`config.mk`:
```
export PLATFORM = sky130hd
export DESIGN_NAME = mesh_unit_box_normalize_core_flat
export DESIGN_NICKNAME = d
export VERILOG_FILES = /design/src/sv/mubn_pkg.sv /design/src/sv/mubn_ifs.sv /design/src/sv/mubn_front.sv /design/src/sv/mubn_queue.sv /design/src/sv/mubn_back.sv /design/src/sv/mesh_unit_box_normalize_core.sv /design/src/flat_wrapper.sv
export SDC_FILE = /design/constraint.sdc
export NUM_CORES = 2
export LEC_CHECK = 0
export BUFFER_PORTS_ARGS = -buffer_cell sky130_fd_sc_hd__buf_2
export CELL_PAD_IN_SITES_DETAIL_PLACEMENT = 1
export CELL_PAD_IN_SITES_GLOBAL_PLACEMENT = 1
export CORE_MARGIN = 5
export CORE_UTILIZATION = 55
export CTS_CLUSTER_SIZE = 24
export DETAILED_ROUTE_END_ITERATION = 8
export PLACE_DENSITY_LB_ADDON = 0.1
export SETUP_SLACK_MARGIN = 0.05
export SLEW_MARGIN = 5
export SYNTH_ARGS = -nofsm -noshare
export SYNTH_HDL_FRONTEND = slang
export SYNTH_SLANG_ARGS = --single-unit
export TNS_END_PERCENT = 5
```
`constraint.sdc`:
```
create_clock -name clk -period 31.8 [get_ports clk]
set_input_delay 3.18 -clock clk [delete_from_list [all_inputs] [get_ports clk]]
set_output_delay 3.18 -clock clk [all_outputs]
set_load 0.02 [all_outputs]
```
`src/sv/mubn_pkg.sv`:
```
// Shared constants, codes and types of the unit box normalizer.
`default_nettype none

package mubn_pkg;

    localparam int DEF_COORD_WIDTH = 32;
    localparam int DEF_FRAC_BITS   = 16;
    localparam int NUM_AXES        = 3;
    localparam int QUEUE_DEPTH     = 2;

    typedef enum logic [1:0] {
        KIND_CLEAR = 2'd0,
        KIND_ACCUM = 2'd1,
        KIND_XFORM = 2'd2
    } kind_t;

    typedef struct packed {
        logic full;
        logic empty;
    } qstat_t;

    // One queued transform: the point's three coordinates, three numerators, three extents.
    function automatic int entry_bits(input int cw);
        return 9 * cw + 9;
    endfunction

endpackage

`default_nettype wire

```
`src/sv/mubn_ifs.sv`:
```
// Valid/ready channel interfaces for vertex items and normalized results.
`default_nettype none

interface mubn_in_if #(
    parameter int COORD_WIDTH = mubn_pkg::DEF_COORD_WIDTH
) ();
    logic                          valid;
    logic                          ready;
    logic [1:0]                    kind;
    logic signed [COORD_WIDTH-1:0] coord_x;
    logic signed [COORD_WIDTH-1:0] coord_y;
    logic signed [COORD_WIDTH-1:0] coord_z;

    modport source (output valid, output kind, output coord_x, output coord_y,
                    output coord_z, input ready);
    modport sink   (input valid, input kind, input coord_x, input coord_y,
                    input coord_z, output ready);
endinterface

interface mubn_out_if #(
    parameter int COORD_WIDTH = mubn_pkg::DEF_COORD_WIDTH
) ();
    logic                          valid;
    logic                          ready;
    logic signed [COORD_WIDTH-1:0] norm_x;
    logic signed [COORD_WIDTH-1:0] norm_y;
    logic signed [COORD_WIDTH-1:0] norm_z;
    logic                          degenerate;

    modport source (output valid, output norm_x, output norm_y, output norm_z,
                    output degenerate, input ready);
    modport sink   (input valid, input norm_x, input norm_y, input norm_z,
                    input degenerate, output ready);
endinterface

`default_nettype wire

```
`src/sv/mubn_front.sv`:
```
// Front end: accepts items, tracks the bounding box, queues transform work.
`default_nettype none

module mubn_front #(
    parameter int COORD_WIDTH = mubn_pkg::DEF_COORD_WIDTH
) (
    input  wire logic                                               clk,
    input  wire logic                                               rst_n,
    mubn_in_if.sink                                                 req,
    input  mubn_pkg::qstat_t                                        qstat,
    output logic                                                    push,
    output logic [mubn_pkg::entry_bits(COORD_WIDTH)-1:0]            push_data
);
    import mubn_pkg::*;

    localparam int CW = COORD_WIDTH;
    localparam logic signed [CW-1:0] MAXV = {1'b0, {(CW-1){1'b1}}};
    localparam logic signed [CW-1:0] MINV = {1'b1, {(CW-1){1'b0}}};

    logic signed [CW-1:0] box_min_reg [NUM_AXES];
    logic signed [CW-1:0] box_min_next[NUM_AXES];
    logic signed [CW-1:0] box_max_reg [NUM_AXES];
    logic signed [CW-1:0] box_max_next[NUM_AXES];
    logic signed [CW-1:0] coord       [NUM_AXES];
    logic signed [CW+1:0] num         [NUM_AXES];
    logic signed [CW:0]   ext         [NUM_AXES];
    logic                 accept;
    kind_t                item_kind;

    assign coord[0]  = req.coord_x;
    assign coord[1]  = req.coord_y;
    assign coord[2]  = req.coord_z;
    assign item_kind = kind_t'(req.kind);

    assign req.ready = !qstat.full;
    assign accept    = req.valid && req.ready;
    assign push      = accept && (item_kind == KIND_XFORM);

    // Snapshot of the box as seen by this transform: 2p - min - max and max - min.
    always_comb
    begin
        for (int i = 0; i < NUM_AXES; i++)
        begin
            num[i] = (CW+2)'(coord[i]) + (CW+2)'(coord[i])
                   - (CW+2)'(box_min_reg[i]) - (CW+2)'(box_max_reg[i]);
            ext[i] = (CW+1)'(box_max_reg[i]) - (CW+1)'(box_min_reg[i]);
        end
    end

    assign push_data = {coord[0], coord[1], coord[2],
                        num[0], num[1], num[2],
                        ext[0], ext[1], ext[2]};

    always_comb
    begin
        for (int i = 0; i < NUM_AXES; i++)
        begin
            box_min_next[i] = box_min_reg[i];
            box_max_next[i] = box_max_reg[i];
        end
        if (accept)
        begin
            case (item_kind)
                KIND_CLEAR:
                begin
                    for (int i = 0; i < NUM_AXES; i++)
                    begin
                        box_min_next[i] = MAXV;
                        box_max_next[i] = MINV;
                    end
                end
                KIND_ACCUM:
                begin
                    for (int i = 0; i < NUM_AXES; i++)
                    begin
                        if (coord[i] < box_min_reg[i])
                        begin
                            box_min_next[i] = coord[i];
                        end
                        if (coord[i] > box_max_reg[i])
                        begin
                            box_max_next[i] = coord[i];
                        end
                    end
                end
                default:
                begin
                end
            endcase
        end
    end

    always_ff @(posedge clk or negedge rst_n)
    begin
        if (!rst_n)
        begin
            for (int i = 0; i < NUM_AXES; i++)
            begin
                box_min_reg[i] <= MAXV;
                box_max_reg[i] <= MINV;
            end
        end
        else
        begin
            for (int i = 0; i < NUM_AXES; i++)
            begin
                box_min_reg[i] <= box_min_next[i];
                box_max_reg[i] <= box_max_next[i];
            end
        end
    end

endmodule

`default_nettype wire

```
`src/sv/mubn_queue.sv`:
```
// Short flop queue that decouples the front end from the divider.
`default_nettype none

module mubn_queue #(
    parameter int WIDTH = mubn_pkg::entry_bits(mubn_pkg::DEF_COORD_WIDTH)
) (
    input  wire logic               clk,
    input  wire logic               rst_n,
    input  wire logic               push,
    input  wire logic [WIDTH-1:0]   push_data,
    input  wire logic               pop,
    output logic [WIDTH-1:0]        pop_data,
    output mubn_pkg::qstat_t        qstat
);
    import mubn_pkg::*;

    localparam int PW   = (QUEUE_DEPTH > 1) ? $clog2(QUEUE_DEPTH) : 1;
    localparam int CNTW = $clog2(QUEUE_DEPTH + 1);

    logic [WIDTH-1:0] slot_reg [QUEUE_DEPTH];
    logic [PW-1:0]    wr_ptr_reg, wr_ptr_next;
    logic [PW-1:0]    rd_ptr_reg, rd_ptr_next;
    logic [CNTW-1:0]  count_reg, count_next;

    assign qstat.full  = (count_reg == CNTW'(QUEUE_DEPTH));
    assign qstat.empty = (count_reg == '0);
    assign pop_data    = slot_reg[rd_ptr_reg];

    always_comb
    begin
        wr_ptr_next = wr_ptr_reg;
        rd_ptr_next = rd_ptr_reg;
        if (push)
        begin
            wr_ptr_next = (wr_ptr_reg == PW'(QUEUE_DEPTH - 1)) ? '0 : wr_ptr_reg + 1'b1;
        end
        if (pop)
        begin
            rd_ptr_next = (rd_ptr_reg == PW'(QUEUE_DEPTH - 1)) ? '0 : rd_ptr_reg + 1'b1;
        end
        count_next = count_reg + CNTW'(push) - CNTW'(pop);
    end

    always_ff @(posedge clk)
    begin
        if (push)
        begin
            slot_reg[wr_ptr_reg] <= push_data;
        end
    end

    always_ff @(posedge clk or negedge rst_n)
    begin
        if (!rst_n)
        begin
            wr_ptr_reg <= '0;
            rd_ptr_reg <= '0;
            count_reg  <= '0;
        end
        else
        begin
            wr_ptr_reg <= wr_ptr_next;
            rd_ptr_reg <= rd_ptr_next;
            count_reg  <= count_next;
        end
    end

    a_no_pop_empty: assert property (@(posedge clk) disable iff (!rst_n)
        pop |-> !qstat.empty)
        else $error("queue popped while empty");

    a_no_push_full: assert property (@(posedge clk) disable iff (!rst_n)
        push |-> !qstat.full)
        else $error("queue pushed while full");

endmodule

`default_nettype wire

```
`src/sv/mubn_back.sv`:
```
// Back end: three-lane restoring divider and result register.
`default_nettype none

module mubn_back #(
    parameter int COORD_WIDTH = mubn_pkg::DEF_COORD_WIDTH,
    parameter int FRAC_BITS   = mubn_pkg::DEF_FRAC_BITS
) (
    input  wire logic                                           clk,
    input  wire logic                                           rst_n,
    input  mubn_pkg::qstat_t                                    qstat,
    input  wire logic [mubn_pkg::entry_bits(COORD_WIDTH)-1:0]   pop_data,
    output logic                                                pop,
    mubn_out_if.source                                          rsp
);
    import mubn_pkg::*;

    localparam int CW   = COORD_WIDTH;
    localparam int FB   = FRAC_BITS;
    localparam int EW   = entry_bits(CW);
    localparam int MW   = CW + 1 + FB;          // magnitude shifted by the fraction
    localparam int TW   = FB + 2;               // bits above the quotient field
    localparam int DW   = CW + 1;               // divisor and remainder
    localparam int XW   = (TW > DW) ? TW : DW;
    localparam int QW   = CW - 1;               // quotient bits below saturation
    localparam int CNTW = $clog2(QW);
    localparam int NUM_OFS = 3 * (CW + 1);
    localparam int P_OFS   = 3 * (CW + 1) + 3 * (CW + 2);
    localparam logic signed [CW-1:0] MAXV = {1'b0, {(CW-1){1'b1}}};
    localparam logic signed [CW-1:0] MINV = {1'b1, {(CW-1){1'b0}}};

    typedef enum logic [4:0] {
        S_IDLE  = 5'b00001,
        S_PREP  = 5'b00010,
        S_CHECK = 5'b00100,
        S_DIV   = 5'b01000,
        S_DONE  = 5'b10000
    } state_t;

    state_t               state_reg, state_next;
    logic [EW-1:0]        ent_reg, ent_next;
    logic [CNTW-1:0]      cnt_reg, cnt_next;
    logic [DW-1:0]        den_reg, den_next;
    logic                 deg_reg, deg_next;
    logic                 neg_reg [NUM_AXES];
    logic                 neg_next[NUM_AXES];
    logic                 sat_reg [NUM_AXES];
    logic                 sat_next[NUM_AXES];
    logic [CW:0]          mag_reg [NUM_AXES];
    logic [CW:0]          mag_next[NUM_AXES];
    logic [DW-1:0]        rem_reg [NUM_AXES];
    logic [DW-1:0]        rem_next[NUM_AXES];
    logic [QW-1:0]        low_reg [NUM_AXES];
    logic [QW-1:0]        low_next[NUM_AXES];
    logic [QW-1:0]        quo_reg [NUM_AXES];
    logic [QW-1:0]        quo_next[NUM_AXES];
    logic signed [CW-1:0] norm_reg [NUM_AXES];
    logic signed [CW-1:0] norm_next[NUM_AXES];
    logic                 out_deg_reg, out_deg_next;
    logic                 out_valid_reg, out_valid_next;

    logic signed [CW-1:0] pnt     [NUM_AXES];
    logic signed [CW+1:0] num     [NUM_AXES];
    logic signed [CW+1:0] mag_full[NUM_AXES];
    logic signed [CW:0]   ext     [NUM_AXES];
    logic signed [CW:0]   big_xy, big;
    logic [MW-1:0]        m_wide  [NUM_AXES];
    logic [TW-1:0]        top     [NUM_AXES];
    logic [DW:0]          r2      [NUM_AXES];
    logic [DW:0]          diff    [NUM_AXES];
    logic                 ge      [NUM_AXES];
    logic                 out_load;

    always_comb
    begin
        for (int i = 0; i < NUM_AXES; i++)
        begin
            ext[i] = ent_reg[(2 - i) * (CW + 1) +: CW + 1];
            num[i] = ent_reg[NUM_OFS + (2 - i) * (CW + 2) +: CW + 2];
            pnt[i] = ent_reg[P_OFS + (2 - i) * CW +: CW];
        end
    end

    // Largest extent, magnitude and sign of each numerator.
    always_comb
    begin
        big_xy = (ext[1] > ext[0]) ? ext[1] : ext[0];
        big    = (ext[2] > big_xy) ? ext[2] : big_xy;
        for (int i = 0; i < NUM_AXES; i++)
        begin
            mag_full[i] = num[i][CW+1] ? -num[i] : num[i];
        end
    end

    // Saturation check and one restoring step per lane.
    always_comb
    begin
        for (int i = 0; i < NUM_AXES; i++)
        begin
            m_wide[i] = {mag_reg[i], {FB{1'b0}}};
            top[i]    = m_wide[i][MW-1:CW-1];
            r2[i]     = {rem_reg[i], low_reg[i][QW-1]};
            diff[i]   = r2[i] - (DW+1)'(den_reg);
            ge[i]     = (r2[i] >= (DW+1)'(den_reg));
        end
    end

    assign out_load = (state_reg == S_DONE) && (!out_valid_reg || rsp.ready);
    assign pop      = !qstat.empty && ((state_reg == S_IDLE) || out_load);

    always_comb
    begin
        state_next     = state_reg;
        ent_next       = ent_reg;
        cnt_next       = cnt_reg;
        den_next       = den_reg;
        deg_next       = deg_reg;
        out_deg_next   = out_deg_reg;
        out_valid_next = out_valid_reg;
        for (int i = 0; i < NUM_AXES; i++)
        begin
            neg_next[i]  = neg_reg[i];
            sat_next[i]  = sat_reg[i];
            mag_next[i]  = mag_reg[i];
            rem_next[i]  = rem_reg[i];
            low_next[i]  = low_reg[i];
            quo_next[i]  = quo_reg[i];
            norm_next[i] = norm_reg[i];
        end

        if (pop)
        begin
            ent_next = pop_data;
        end

        if (rsp.valid && rsp.ready)
        begin
            out_valid_next = 1'b0;
        end

        case (state_reg)
            S_IDLE:
            begin
                if (pop)
                begin
                    state_next = S_PREP;
                end
            end
            S_PREP:
            begin
                deg_next = big[CW] || (big == '0);
                den_next = {big[CW-1:0], 1'b0};
                for (int i = 0; i < NUM_AXES; i++)
                begin
                    neg_next[i] = num[i][CW+1];
                    mag_next[i] = mag_full[i][CW:0];
                end
                state_next = S_CHECK;
            end
            S_CHECK:
            begin
                for (int i = 0; i < NUM_AXES; i++)
                begin
                    sat_next[i] = (XW'(top[i]) >= XW'(den_reg));
                    rem_next[i] = DW'(top[i]);
                    low_next[i] = m_wide[i][QW-1:0];
                    quo_next[i] = '0;
                end
                cnt_next   = '0;
                state_next = deg_reg ? S_DONE : S_DIV;
            end
            S_DIV:
            begin
                for (int i = 0; i < NUM_AXES; i++)
                begin
                    rem_next[i] = ge[i] ? diff[i][DW-1:0] : r2[i][DW-1:0];
                    low_next[i] = {low_reg[i][QW-2:0], 1'b0};
                    quo_next[i] = {quo_reg[i][QW-2:0], ge[i]};
                end
                cnt_next = cnt_reg + 1'b1;
                if (cnt_reg == CNTW'(QW - 1))
                begin
                    state_next = S_DONE;
                end
            end
            S_DONE:
            begin
                if (out_load)
                begin
                    for (int i = 0; i < NUM_AXES; i++)
                    begin
                        if (deg_reg)
                        begin
                            norm_next[i] = pnt[i];
                        end
                        else if (sat_reg[i])
                        begin
                            norm_next[i] = neg_reg[i] ? MINV : MAXV;
                        end
                        else
                        begin
                            norm_next[i] = neg_reg[i] ? -{1'b0, quo_reg[i]}
                                                      : {1'b0, quo_reg[i]};
                        end
                    end
                    out_deg_next   = deg_reg;
                    out_valid_next = 1'b1;
                    state_next     = pop ? S_PREP : S_IDLE;
                end
            end
            default:
            begin
                state_next = S_IDLE;
            end
        endcase
    end

    always_ff @(posedge clk)
    begin
        ent_reg     <= ent_next;
        cnt_reg     <= cnt_next;
        den_reg     <= den_next;
        deg_reg     <= deg_next;
        out_deg_reg <= out_deg_next;
        for (int i = 0; i < NUM_AXES; i++)
        begin
            neg_reg[i]  <= neg_next[i];
            sat_reg[i]  <= sat_next[i];
            mag_reg[i]  <= mag_next[i];
            rem_reg[i]  <= rem_next[i];
            low_reg[i]  <= low_next[i];
            quo_reg[i]  <= quo_next[i];
            norm_reg[i] <= norm_next[i];
        end
    end

    always_ff @(posedge clk or negedge rst_n)
    begin
        if (!rst_n)
        begin
            state_reg     <= S_IDLE;
            out_valid_reg <= 1'b0;
        end
        else
        begin
            state_reg     <= state_next;
            out_valid_reg <= out_valid_next;
        end
    end

    assign rsp.valid      = out_valid_reg;
    assign rsp.norm_x     = norm_reg[0];
    assign rsp.norm_y     = norm_reg[1];
    assign rsp.norm_z     = norm_reg[2];
    assign rsp.degenerate = out_deg_reg;

    a_div_count: assert property (@(posedge clk) disable iff (!rst_n)
        (state_reg == S_DIV) |-> (cnt_reg <= CNTW'(QW - 1)))
        else $error("divider step count overran");

    a_rem_below_den: assert property (@(posedge clk) disable iff (!rst_n)
        (state_reg == S_DIV && !sat_reg[0]) |-> (rem_reg[0] < den_reg))
        else $error("partial remainder not below divisor");

endmodule

`default_nettype wire

```
`src/sv/mesh_unit_box_normalize_core.sv`:
```
// Top level of the mesh unit box normalizer: front end, queue and divider.
//
// Usage: the host streams each vertex twice over the req channel. A clear
// transaction (kind 0) empties the running box, accumulate transactions
// (kind 1) grow it, and each transform transaction (kind 2) yields one
// result on rsp: (p - centre) / largest extent in signed Q(FRAC_BITS)
// fixed point, truncated toward zero and saturated, or the point unchanged
// with degenerate set when the largest extent is not positive. Kind 3 is
// ignored. Clear and accumulate transactions produce no result.
// Clear and accumulate transactions are accepted whenever the queue has
// room. In the back end a transform passes a setup state, a saturation
// check and COORD_WIDTH - 1 restoring steps of the three-lane divider,
// then a result state; a degenerate transform skips the restoring steps.
// The box is snapshotted at accept time, so box updates that follow a
// transform never alter its result. A two-entry queue parts front and back.
// Reset empties the box, the queue and the result register. When the
// receiver stalls, the result holds on rsp, the back end waits, and req
// keeps flowing until the queue fills.
`default_nettype none

module mesh_unit_box_normalize_core #(
    parameter int COORD_WIDTH = mubn_pkg::DEF_COORD_WIDTH,
    parameter int FRAC_BITS   = mubn_pkg::DEF_FRAC_BITS
) (
    input  wire logic   clk,
    input  wire logic   rst_n,
    mubn_in_if.sink     req,
    mubn_out_if.source  rsp
);
    import mubn_pkg::*;

    localparam int EW = entry_bits(COORD_WIDTH);

    qstat_t        qstat;
    logic          push;
    logic          pop;
    logic [EW-1:0] push_data;
    logic [EW-1:0] pop_data;

    // Accept items, keep the box, queue transform snapshots.
    mubn_front #(
        .COORD_WIDTH (COORD_WIDTH)
    ) u_front (
        .clk       (clk),
        .rst_n     (rst_n),
        .req       (req),
        .qstat     (qstat),
        .push      (push),
        .push_data (push_data)
    );

    // Hold pending transforms so the front keeps taking transactions.
    mubn_queue #(
        .WIDTH (EW)
    ) u_queue (
        .clk       (clk),
        .rst_n     (rst_n),
        .push      (push),
        .push_data (push_data),
        .pop       (pop),
        .pop_data  (pop_data),
        .qstat     (qstat)
    );

    // Divide, saturate and drive the result register.
    mubn_back #(
        .COORD_WIDTH (COORD_WIDTH),
        .FRAC_BITS   (FRAC_BITS)
    ) u_back (
        .clk      (clk),
        .rst_n    (rst_n),
        .qstat    (qstat),
        .pop_data (pop_data),
        .pop      (pop),
        .rsp      (rsp)
    );

endmodule

`default_nettype wire

```
`src/flat_wrapper.sv`:
```
// flat-port wrapper written by rule: the top's interface ports become plain ports
module mesh_unit_box_normalize_core_flat import mubn_pkg::*;
#(
    parameter int COORD_WIDTH = mubn_pkg::DEF_COORD_WIDTH,
    parameter int FRAC_BITS   = mubn_pkg::DEF_FRAC_BITS
)
  (clk, rst_n, req_valid, req_kind, req_coord_x, req_coord_y, req_coord_z, req_ready, rsp_valid, rsp_norm_x, rsp_norm_y, rsp_norm_z, rsp_degenerate, rsp_ready);
  mubn_in_if #(.COORD_WIDTH(COORD_WIDTH)) req_i ();
  mubn_out_if #(.COORD_WIDTH(COORD_WIDTH)) rsp_i ();
  input  wire logic clk;
  input  wire logic rst_n;
  input wire logic [$bits(req_i.valid)-1:0] req_valid;
  input wire logic [$bits(req_i.kind)-1:0] req_kind;
  input wire logic [$bits(req_i.coord_x)-1:0] req_coord_x;
  input wire logic [$bits(req_i.coord_y)-1:0] req_coord_y;
  input wire logic [$bits(req_i.coord_z)-1:0] req_coord_z;
  output wire logic [$bits(req_i.ready)-1:0] req_ready;
  output wire logic [$bits(rsp_i.valid)-1:0] rsp_valid;
  output wire logic [$bits(rsp_i.norm_x)-1:0] rsp_norm_x;
  output wire logic [$bits(rsp_i.norm_y)-1:0] rsp_norm_y;
  output wire logic [$bits(rsp_i.norm_z)-1:0] rsp_norm_z;
  output wire logic [$bits(rsp_i.degenerate)-1:0] rsp_degenerate;
  input wire logic [$bits(rsp_i.ready)-1:0] rsp_ready;
  assign req_i.valid = req_valid;
  assign req_i.kind = req_kind;
  assign req_i.coord_x = req_coord_x;
  assign req_i.coord_y = req_coord_y;
  assign req_i.coord_z = req_coord_z;
  assign req_ready = req_i.ready;
  assign rsp_valid = rsp_i.valid;
  assign rsp_norm_x = rsp_i.norm_x;
  assign rsp_norm_y = rsp_i.norm_y;
  assign rsp_norm_z = rsp_i.norm_z;
  assign rsp_degenerate = rsp_i.degenerate;
  assign rsp_i.ready = rsp_ready;
  mesh_unit_box_normalize_core #(.COORD_WIDTH(COORD_WIDTH), .FRAC_BITS(FRAC_BITS)) u_core (.clk(clk), .rst_n(rst_n), .req(req_i), .rsp(rsp_i));
endmodule
```
* Yosys cells after proc, flatten, opt, wreduce, memory -nomap -nowiden *
Memory sizes are Yosys's and may differ from the RTL's. A register that Yosys moved wholly into a read port is not among the register bits.
Cells that the tools add are included.

word-level totals
  input bits = 102
  register bits = 241
  memories = 8
  output and inout port bits = 99
  bits in writable memories = 1,080

memories
  memory                   depth  bits a word  rd ports  clocked after Yosys merged registers in  write ports  RTL line          source
  u_core.u_queue.slot_reg  2      297          1         1                                        1            mubn_queue.sv:20  logic [WIDTH-1:0] slot_reg [QUEUE_DEPTH];
  u_core.u_back.mag_reg    3      33           3         0                                        3            mubn_back.sv:48   logic [CW:0] mag_reg [NUM_AXES];
  u_core.u_back.rem_reg    3      33           3         0                                        3            mubn_back.sv:50   logic [DW-1:0] rem_reg [NUM_AXES];
  u_core.u_back.norm_reg   3      32           3         0                                        3            mubn_back.sv:56   logic signed [CW-1:0] norm_reg [NUM_AXES];
  u_core.u_back.low_reg    3      31           3         0                                        3            mubn_back.sv:52   logic [QW-1:0] low_reg [NUM_AXES];
  u_core.u_back.quo_reg    3      31           3         0                                        3            mubn_back.sv:54   logic [QW-1:0] quo_reg [NUM_AXES];
  +2 memories              n/a    n/a          n/a       n/a                                      n/a          n/a

cells by class
  order comparisons = 14
  mux-type cells = 50
  reductions and logical operators = 24
  add/sub/neg operators = 26
  equality and inequality tests = 18

operators with widths
  operator            number
  $mux 32             18
  $pmux 96 s2         2
  $pmux 93 s2         2
  $mux 33             8
  $pmux 99 s2         1
  $mux 96             2
  $ge 34x33->1        3
  $sub 33x32->34      3
  $sub 34x32->34      3
  $add 32x32->33      3
  $ge 18x33->1        3
  $mux 99             1
  $neg 33->33         3
  $sub 32x32->33      3
  $sub 33x33->33      3
  $gt 32x32->1        3
  $lt 32x32->1        3
  $neg 31->32         3
  $gt 33x33->1        2
  $logic_not 33->1    1
  $pmux 5 s5          1
  $reduce_and 3->1    7
  $mux 5              4
  $ne 2x2->1 const B  9
  21 further kinds    41

* Depth between registers and ports, before layout *
  word-level depth = 8
  mapped depth = 26

* Modules after synthesis *
Synthesis repeated with hierarchy kept, for this count alone.

unflattened totals
  cells, all modules = 7,298
  area total of the unflattened synthesis = 88,363.5 µm²

modules (own cells, without submodules)
  module      times used  area each (µm²)  seq. area each (µm²)  cells an instance
  mubn_back   1           40,522.6         23,393.7              3,560
  mubn_front  1           25,380.6         4,924.7               2,799
  mubn_queue  1           22,460.3         17,937.2              939

* Worst setup path before layout *
No wires, ideal clock.

  path kind = input port to flip-flop
  start point = input rsp_ready
  end point = register u_core.u_queue.count_reg[1]
  path buffers = 0
  path slack = 11.858 ns
  data arrival time = 19.863 ns
  cell stages on the path = 9
  path through = inv_1 -> nand2_1 -> nand2_1 -> a21oi_1 -> ha_1 -> inv_1 -> ha_1 -> xnor2_1 -> xnor2_1

between the ends
  longest elaborated chain between the ends = 5

RTL lines
  element                                 RTL line                            source
  start: declaration                      flat_wrapper.sv:23                  input wire logic [$bits(rsp_i.ready)-1:0] rsp_ready;
  $logic_or 1x1->1                        mubn_back.sv:107                    assign out_load = (state_reg == S_DONE) && (!out_valid_reg || rsp.ready);
  $logic_and 1x1->1                       mubn_back.sv:107
  $logic_or 1x1->1                        mubn_back.sv:108                    assign pop = !qstat.empty && ((state_reg == S_IDLE) || out_load);
  $logic_and 1x1->1                       mubn_back.sv:108
  named net u_core.pop                    mesh_unit_box_normalize_core.sv:36  logic pop;
  $sub 2x1->2                             mubn_queue.sv:41                    count_next = count_reg + CNTW'(push) - CNTW'(pop);
  named net u_core.u_queue.count_next[1]  mubn_queue.sv:23                    logic [CNTW-1:0] count_reg, count_next;
  end signal: assignment                  mubn_queue.sv:64                    count_reg <= count_next;
  end: declaration                        mubn_queue.sv:23

The timed path passes the listed nets, and every way through them passes these cells.
A chain may end at the register's enable or synchronous reset.

* Final worst setup path *
  start point = register u_core.u_back.ent_reg[65] (read register of u_core.u_queue.slot_reg)
  end point = register u_core.u_back.deg_reg (data pin)

between the ends
  longest elaborated chain between the ends = 6

RTL lines
  element                         RTL line          source
  start: declaration              mubn_back.sv:40   logic [EW-1:0] ent_reg, ent_next;
  $gt 33x33->1                    mubn_back.sv:86   big_xy = (ext[1] > ext[0]) ? ext[1] : ext[0];
  $mux 33 *                       mubn_back.sv:86
  $gt 33x33->1                    mubn_back.sv:87   big = (ext[2] > big_xy) ? ext[2] : big_xy;
  $mux 33 *                       mubn_back.sv:87
  named net u_core.u_back.big[0]  mubn_back.sv:65   logic signed [CW:0] big_xy, big;
  $logic_not 33->1 *              mubn_back.sv:150  deg_next = big[CW] || (big == '0);
  $logic_or 1x1->1 *              mubn_back.sv:150
  end signal: assignment          mubn_back.sv:222  deg_reg <= deg_next;
  end: declaration                mubn_back.sv:43   logic deg_reg, deg_next;

The timed path passes the listed nets; every way through them passes the cells marked *.

==> results_tabular.tex <==
\begin{tabular}{lr}
\hline
Metric & Value \\
\hline
\multicolumn{2}{l}{\textbf{Critical path}} \\
\quad R2r setup slk & about 24000 ps \\
\quad Maximum net fanout on the critical path & 45 \\
\quad Number of buffers and inverters on the critical path & 2 \\
\quad Required time worst endpoint & 32440 ps \\
\quad Reg2reg path depth & 21 \\
\quad Path type of the worst setup path & reg2reg \\
\quad Nature of the critical path startpoint & register \\
\quad Category of the worst setup path capture point & register \\
\quad Highest cell delay on the worst timing path & between 500 and 600 ps \\
\quad WP data arrival & roughly 8100 ps \\
\quad Family with the most delay on the worst path & compound AO/OA/AOI/OAI gates \\
\quad Endpoint of the worst-slack reg-to-reg timing path & u\_core.u\_back.deg\_reg \\
\quad Launching point of the worst reg2reg path & u\_core.u\_back.ent\_reg[65] \\
\quad Slowest cell on the critical path & sky130\_fd\_sc\_hd\_\_nor4\_1 \\
\quad Crit-path cells & ha\_1 -> nand4\_1 -> nor4\_1 -> and4b\_1 -> a211o\_1 -> a31oi\_4 -> buf\_4 -> mux2i\_1 -> ha\_1 -> and3\_1 -> a221oi\_1 -> o21ai\_0 -> a21o\_1 -> a2111oi\_0 -> o211ai\_1 -> a31oi\_4 -> buf\_4 -> mux2\_2 -> nor4\_1 -> nand4\_1 -> o21ai\_0 \\
\multicolumn{2}{l}{\textbf{Yosys}} \\
\quad Net count after synthesis & roughly 7900 \\
\quad Portion of the post-synthesis area used by sequential elements & 0.541 \\
\quad Netlist area before placement & 85500 µm² \\
\quad Cells after Synth & $\sim$7000 \\
\quad Most common cell in the netlist & sky130\_fd\_sc\_hd\_\_edfxtp\_1 \\
\quad Count of flip-flops with a built-in enable after synthesis & around 1400 \\
\quad Fraction of registers with async set or reset after synthesis & 0.129 \\
\quad Post-synthesis sequential element count & 1570 \\
\quad Average cell area after synthesis & roughly 12 µm² \\
\quad Synthesis Warnings & 0 \\
\quad Dominant synthesized flop cell & sky130\_fd\_sc\_hd\_\_edfxtp\_1 \\
\quad Distinct cell type count after synthesis & 80 \\
\quad Share of the synthesized area in the top cell type & 0.481 \\
\quad Most frequent cells after synthesis & sky130\_fd\_sc\_hd\_\_edfxtp\_1 (1368), sky130\_fd\_sc\_hd\_\_ha\_1 (704), sky130\_fd\_sc\_hd\_\_nand2\_1 (522) \\
\quad Largest cells by area after synthesis & sky130\_fd\_sc\_hd\_\_edfxtp\_1 (48\%), sky130\_fd\_sc\_hd\_\_ha\_1 (10\%), sky130\_fd\_sc\_hd\_\_mux2\_2 (4.1\%) \\
\quad Cell accounting for the most synthesized area & sky130\_fd\_sc\_hd\_\_edfxtp\_1 \\
\multicolumn{2}{l}{\textbf{STA}} \\
\quad RSZ-0062 raised after global routing & false \\
\quad Total negative slack for setup checks & 0 ps \\
\quad Final period util & 0.235 \\
\quad Setup violators final & 0 \\
\quad Headroom to the max-slew limit & 0.194 \\
\quad Slew Viols, Final & 0 \\
\quad Setup clock skew after layout & approximately 24 ps \\
\quad Maximum clock frequency & 134 MHz \\
\quad Count of endpoints failing hold in the final timing report & 0 \\
\quad Final critical-path required period & between 7000 and 8000 ps \\
\quad Slew at the pin closest to its max-slew limit & roughly 1200 ps \\
\multicolumn{2}{l}{\textbf{CTS}} \\
\quad Setup fix buffers added after clock tree synthesis & 0 \\
\quad TritonCTS buffer count & approximately 170 \\
\quad Insertion delay of the later-clocked pin in the worst-skew pair & slightly above 800 ps \\
\quad Number of H-tree levels & 4 \\
\quad Buffer type at the clock tree root & sky130\_fd\_sc\_hd\_\_clkbuf\_16 \\
\quad CTS max path bufs & 3 \\
\quad Quantity of hold-fixing buffers added after cts & 0 \\
\quad Clock-pin slew reported for the worst setup and hold paths after clock tree synthesis & approximately 60 ps \\
\quad Post-cts gate resize count & 0 \\
\quad Clock sinks & 1570 \\
\quad TritonCTS clock tree & done \\
\multicolumn{2}{l}{\textbf{Power and ir drop}} \\
\quad Leakage power figure & around 38 nW \\
\quad Clock share of power & 0.201 \\
\quad Part of the total power dissipated in sequential elements & 0.342 \\
\quad Share of total power in combinational logic & 0.456 \\
\quad Maximum vdd drop & 0.0858 mV \\
\quad Sw frac & 0.406 \\
\quad Total internal power & a little over 6 mW \\
\quad Final Power & 10.4 mW \\
\quad Pwr/cell area & approximately 110 nW/µm² \\
\quad Sw power & approximately 4.2 mW \\
\multicolumn{2}{l}{\textbf{Drt}} \\
\quad Total iterations of the first detailed-routing run & 5 \\
\quad Drt drc & 0 \\
\quad Routed length per instance & 25.9 µm \\
\quad Remaining number of nets flagged by the antenna check after routing & 0 \\
\quad Average vias per placed instance & 6.14 \\
\quad First-iteration detailed-routing DRC count & around 5000 \\
\quad Total vias in the final route & about 58000 \\
\quad Aggregate routed wire length & 245000 µm \\
\multicolumn{2}{l}{\textbf{Floorplan}} \\
\quad Area of the die & 163000 µm² \\
\quad Boundary Pins & approximately 200 \\
\quad Placement Rows & 144 \\
\quad Initial Utilization & 0.554 \\
\quad Core outline area & roughly 150000 µm² \\
\quad Die X-Extent & between 400 and 500 µm \\
\quad Overall die height & 404 µm \\
\multicolumn{2}{l}{\textbf{Final layout}} \\
\quad Post-route cell area & roughly 95000 µm² \\
\quad Count of filler cells inserted in the layout & approximately 16000 \\
\quad Total Nets Final & between 8000 and 9000 \\
\quad Layout Area Growth over Synthesis & 10.9\% \\
\quad Number of flip-flops in the largest register & slightly below 600 \\
\quad Post-route insts no fill & between 9000 and 10000 \\
\quad Share of final-layout standard cells stronger than drive strength 1 & 0.136 \\
\multicolumn{2}{l}{\textbf{Place}} \\
\quad Final weighted congestion in routability-driven placement & about 0.9 \\
\quad Number of input and output port buffers inserted & 200 \\
\quad Number of placed cells counting well taps & about 9000 \\
\quad Placed cell areas & slightly below 90000 µm² \\
\quad Half-perimeter wire length of the detailed placement result & $\sim$180000 µm \\
\multicolumn{2}{l}{\textbf{GRT}} \\
\quad Largest net degree at the start of global routing & 160 \\
\quad Total track usage & 0.295 \\
\quad Via count of the first global-routing pass & between 60000 and 70000 \\
\quad Aggregate global routing overflow & 0 \\
\quad First-pass GRT wire length & 372000 µm \\
\quad Antenna violations before repair & 12 \\
\multicolumn{2}{l}{\textbf{Status}} \\
\quad Status & finished clean \\
\multicolumn{2}{l}{\textbf{Hold path}} \\
\quad Hold Crit Depth & 1 \\
\quad End point of the most critical hold path & u\_core.u\_queue.count\_reg[1] \\
\quad Worst min-delay path startpoint & u\_core.u\_queue.count\_reg[1] \\
\quad Worst hold path type & reg2reg \\
\multicolumn{2}{l}{\textbf{Run}} \\
\quad Max-cap violation count & 0 \\
\hline
\end{tabular}
[worst register-to-register path, stage by stage (launching register included)]
cell and delay (ps):
sky130_fd_sc_hd__edfxtp_1 400, sky130_fd_sc_hd__ha_1 380, sky130_fd_sc_hd__nand4_1 170, sky130_fd_sc_hd__nor4_1 580
sky130_fd_sc_hd__and4b_1 260, sky130_fd_sc_hd__a211o_1 280, sky130_fd_sc_hd__a31oi_4 530, sky130_fd_sc_hd__buf_4 490
sky130_fd_sc_hd__mux2i_1 440, sky130_fd_sc_hd__ha_1 320, sky130_fd_sc_hd__and3_1 180, sky130_fd_sc_hd__a221oi_1 250
sky130_fd_sc_hd__o21ai_0 130, sky130_fd_sc_hd__a21o_1 210, sky130_fd_sc_hd__a2111oi_0 480, sky130_fd_sc_hd__o211ai_1 200
sky130_fd_sc_hd__a31oi_4 510, sky130_fd_sc_hd__buf_4 490, sky130_fd_sc_hd__mux2_2 420, sky130_fd_sc_hd__nor4_1 270
sky130_fd_sc_hd__nand4_1 120, sky130_fd_sc_hd__o21ai_0 170
[layout make-up]
| class | count | area [µm²] | area share |
|---|---|---|---|
| flip-flops and latches | 1570 | 46300 | 0.488 |
| diodes | 2 | 5.00 | 0.0000528 |
| clock buffers | 212 | 4530 | 0.0478 |
| inverters | 444 | 1670 | 0.0176 |
| clock inverters | 99 | 1320 | 0.0140 |
| well taps | 2044 | 2560 | 0.0270 |
| multi-input cells | 4817 | 36900 | 0.389 |
| repair buffers | 261 | 1520 | 0.0160 |
[stage by stage]
step           utilization  setup WS [ps]  hold WS [ps]
5_1_grt              0.614          23920           520
4_1_cts              0.614          24430           513
3_3_place_gp         0.576          24310           492
3_5_place_dp         0.576          24160           495
2_1_floorplan            -          11860           444
6_report             0.614          24340           513
[power groups by stage]
stage / Combinational [mW] / Sequential (mW) / Clock (mW)
after floorplan: 3.17 / 3.61 / 0
after global placement: 4.34 / 3.53 / 0
after detailed placement: 4.59 / 3.57 / 0
after CTS: 4.67 / 3.54 / 2.12
after global routing: 5.12 / 3.58 / 2.21
final: 4.72 / 3.54 / 2.08
[cell families after synthesis]
logic type / Yosys count / share of synthesized area
and+or+nand+nor: 1596 / 0.0890
AOI/OAI and AO/OA: 1593 / 0.119
DFF: 1570 / 0.541
adders and majority gates: 806 / 0.127
buffers and inverters: 643 / 0.0288
muxes: 448 / 0.0570
xor gates and xnor gates: 374 / 0.0383
[routing by layer]
| metal | GRT usage | share of wire | wire (µm) | up-vias |
|---|---|---|---|---|
| li1 | - | - | - | 26337 |
| met1 | 0.401 | 0.43 | 105000 | 29699 |
| met2 | 0.499 | 0.49 | 119000 | 1635 |
| met3 | 0.0432 | 0.057 | 14100 | 385 |
| met4 | 0.0837 | 0.027 | 6620 | 2 |
| met5 | 0 | 0.000049 | 12 | - |
[worst max-delay path by stage]
stage / start / to / slack, ps / cells past startpoint
floorplan: rsp_ready / u_core.u_queue.count_reg[1] / 11860 / 9
global placement: req_coord_y[1] / u_core.u_queue.slot_reg[0][166] / 24310 / 15
detailed placement: req_coord_y[1] / u_core.u_queue.slot_reg[0][165] / 24160 / 15
CTS: u_core.u_back.ent_reg[65] / u_core.u_back.deg_reg / 24430 / 21
global route: u_core.u_back.ent_reg[65] / u_core.u_back.deg_reg / 23920 / 21
finish: u_core.u_back.ent_reg[65] / u_core.u_back.deg_reg / 24340 / 21
[placed cells by master (no fill, tap or decap), types with 38 or more instances in the layout]
master,instances
sky130_fd_sc_hd__edfxtp_1,1368
sky130_fd_sc_hd__ha_1,704
sky130_fd_sc_hd__nand2_1,521
sky130_fd_sc_hd__inv_1,443
sky130_fd_sc_hd__a21oi_1,427
sky130_fd_sc_hd__nor2_1,400
sky130_fd_sc_hd__o21ai_0,388
sky130_fd_sc_hd__mux2_2,310
sky130_fd_sc_hd__xnor2_1,266
sky130_fd_sc_hd__buf_2,199
sky130_fd_sc_hd__clkbuf_16,171
sky130_fd_sc_hd__a21o_1,159
sky130_fd_sc_hd__mux2i_1,138
sky130_fd_sc_hd__xor2_1,108
sky130_fd_sc_hd__dfrtp_1,104
sky130_fd_sc_hd__fa_1,102
sky130_fd_sc_hd__dfstp_2,97
sky130_fd_sc_hd__o22a_1,95
sky130_fd_sc_hd__nor3_1,94
sky130_fd_sc_hd__and2_1,93
sky130_fd_sc_hd__nand4_1,76
sky130_fd_sc_hd__nor2b_1,75
sky130_fd_sc_hd__nand3_1,68
sky130_fd_sc_hd__nand2b_1,68
sky130_fd_sc_hd__a22o_1,64
sky130_fd_sc_hd__o21a_1,62
sky130_fd_sc_hd__o22ai_1,58
sky130_fd_sc_hd__buf_4,57
sky130_fd_sc_hd__or3_1,52
sky130_fd_sc_hd__o21bai_1,48
sky130_fd_sc_hd__a31oi_1,45
sky130_fd_sc_hd__o31ai_1,44
sky130_fd_sc_hd__nor4_1,38
No activity file was read; power rests on OpenSTA's default activity.
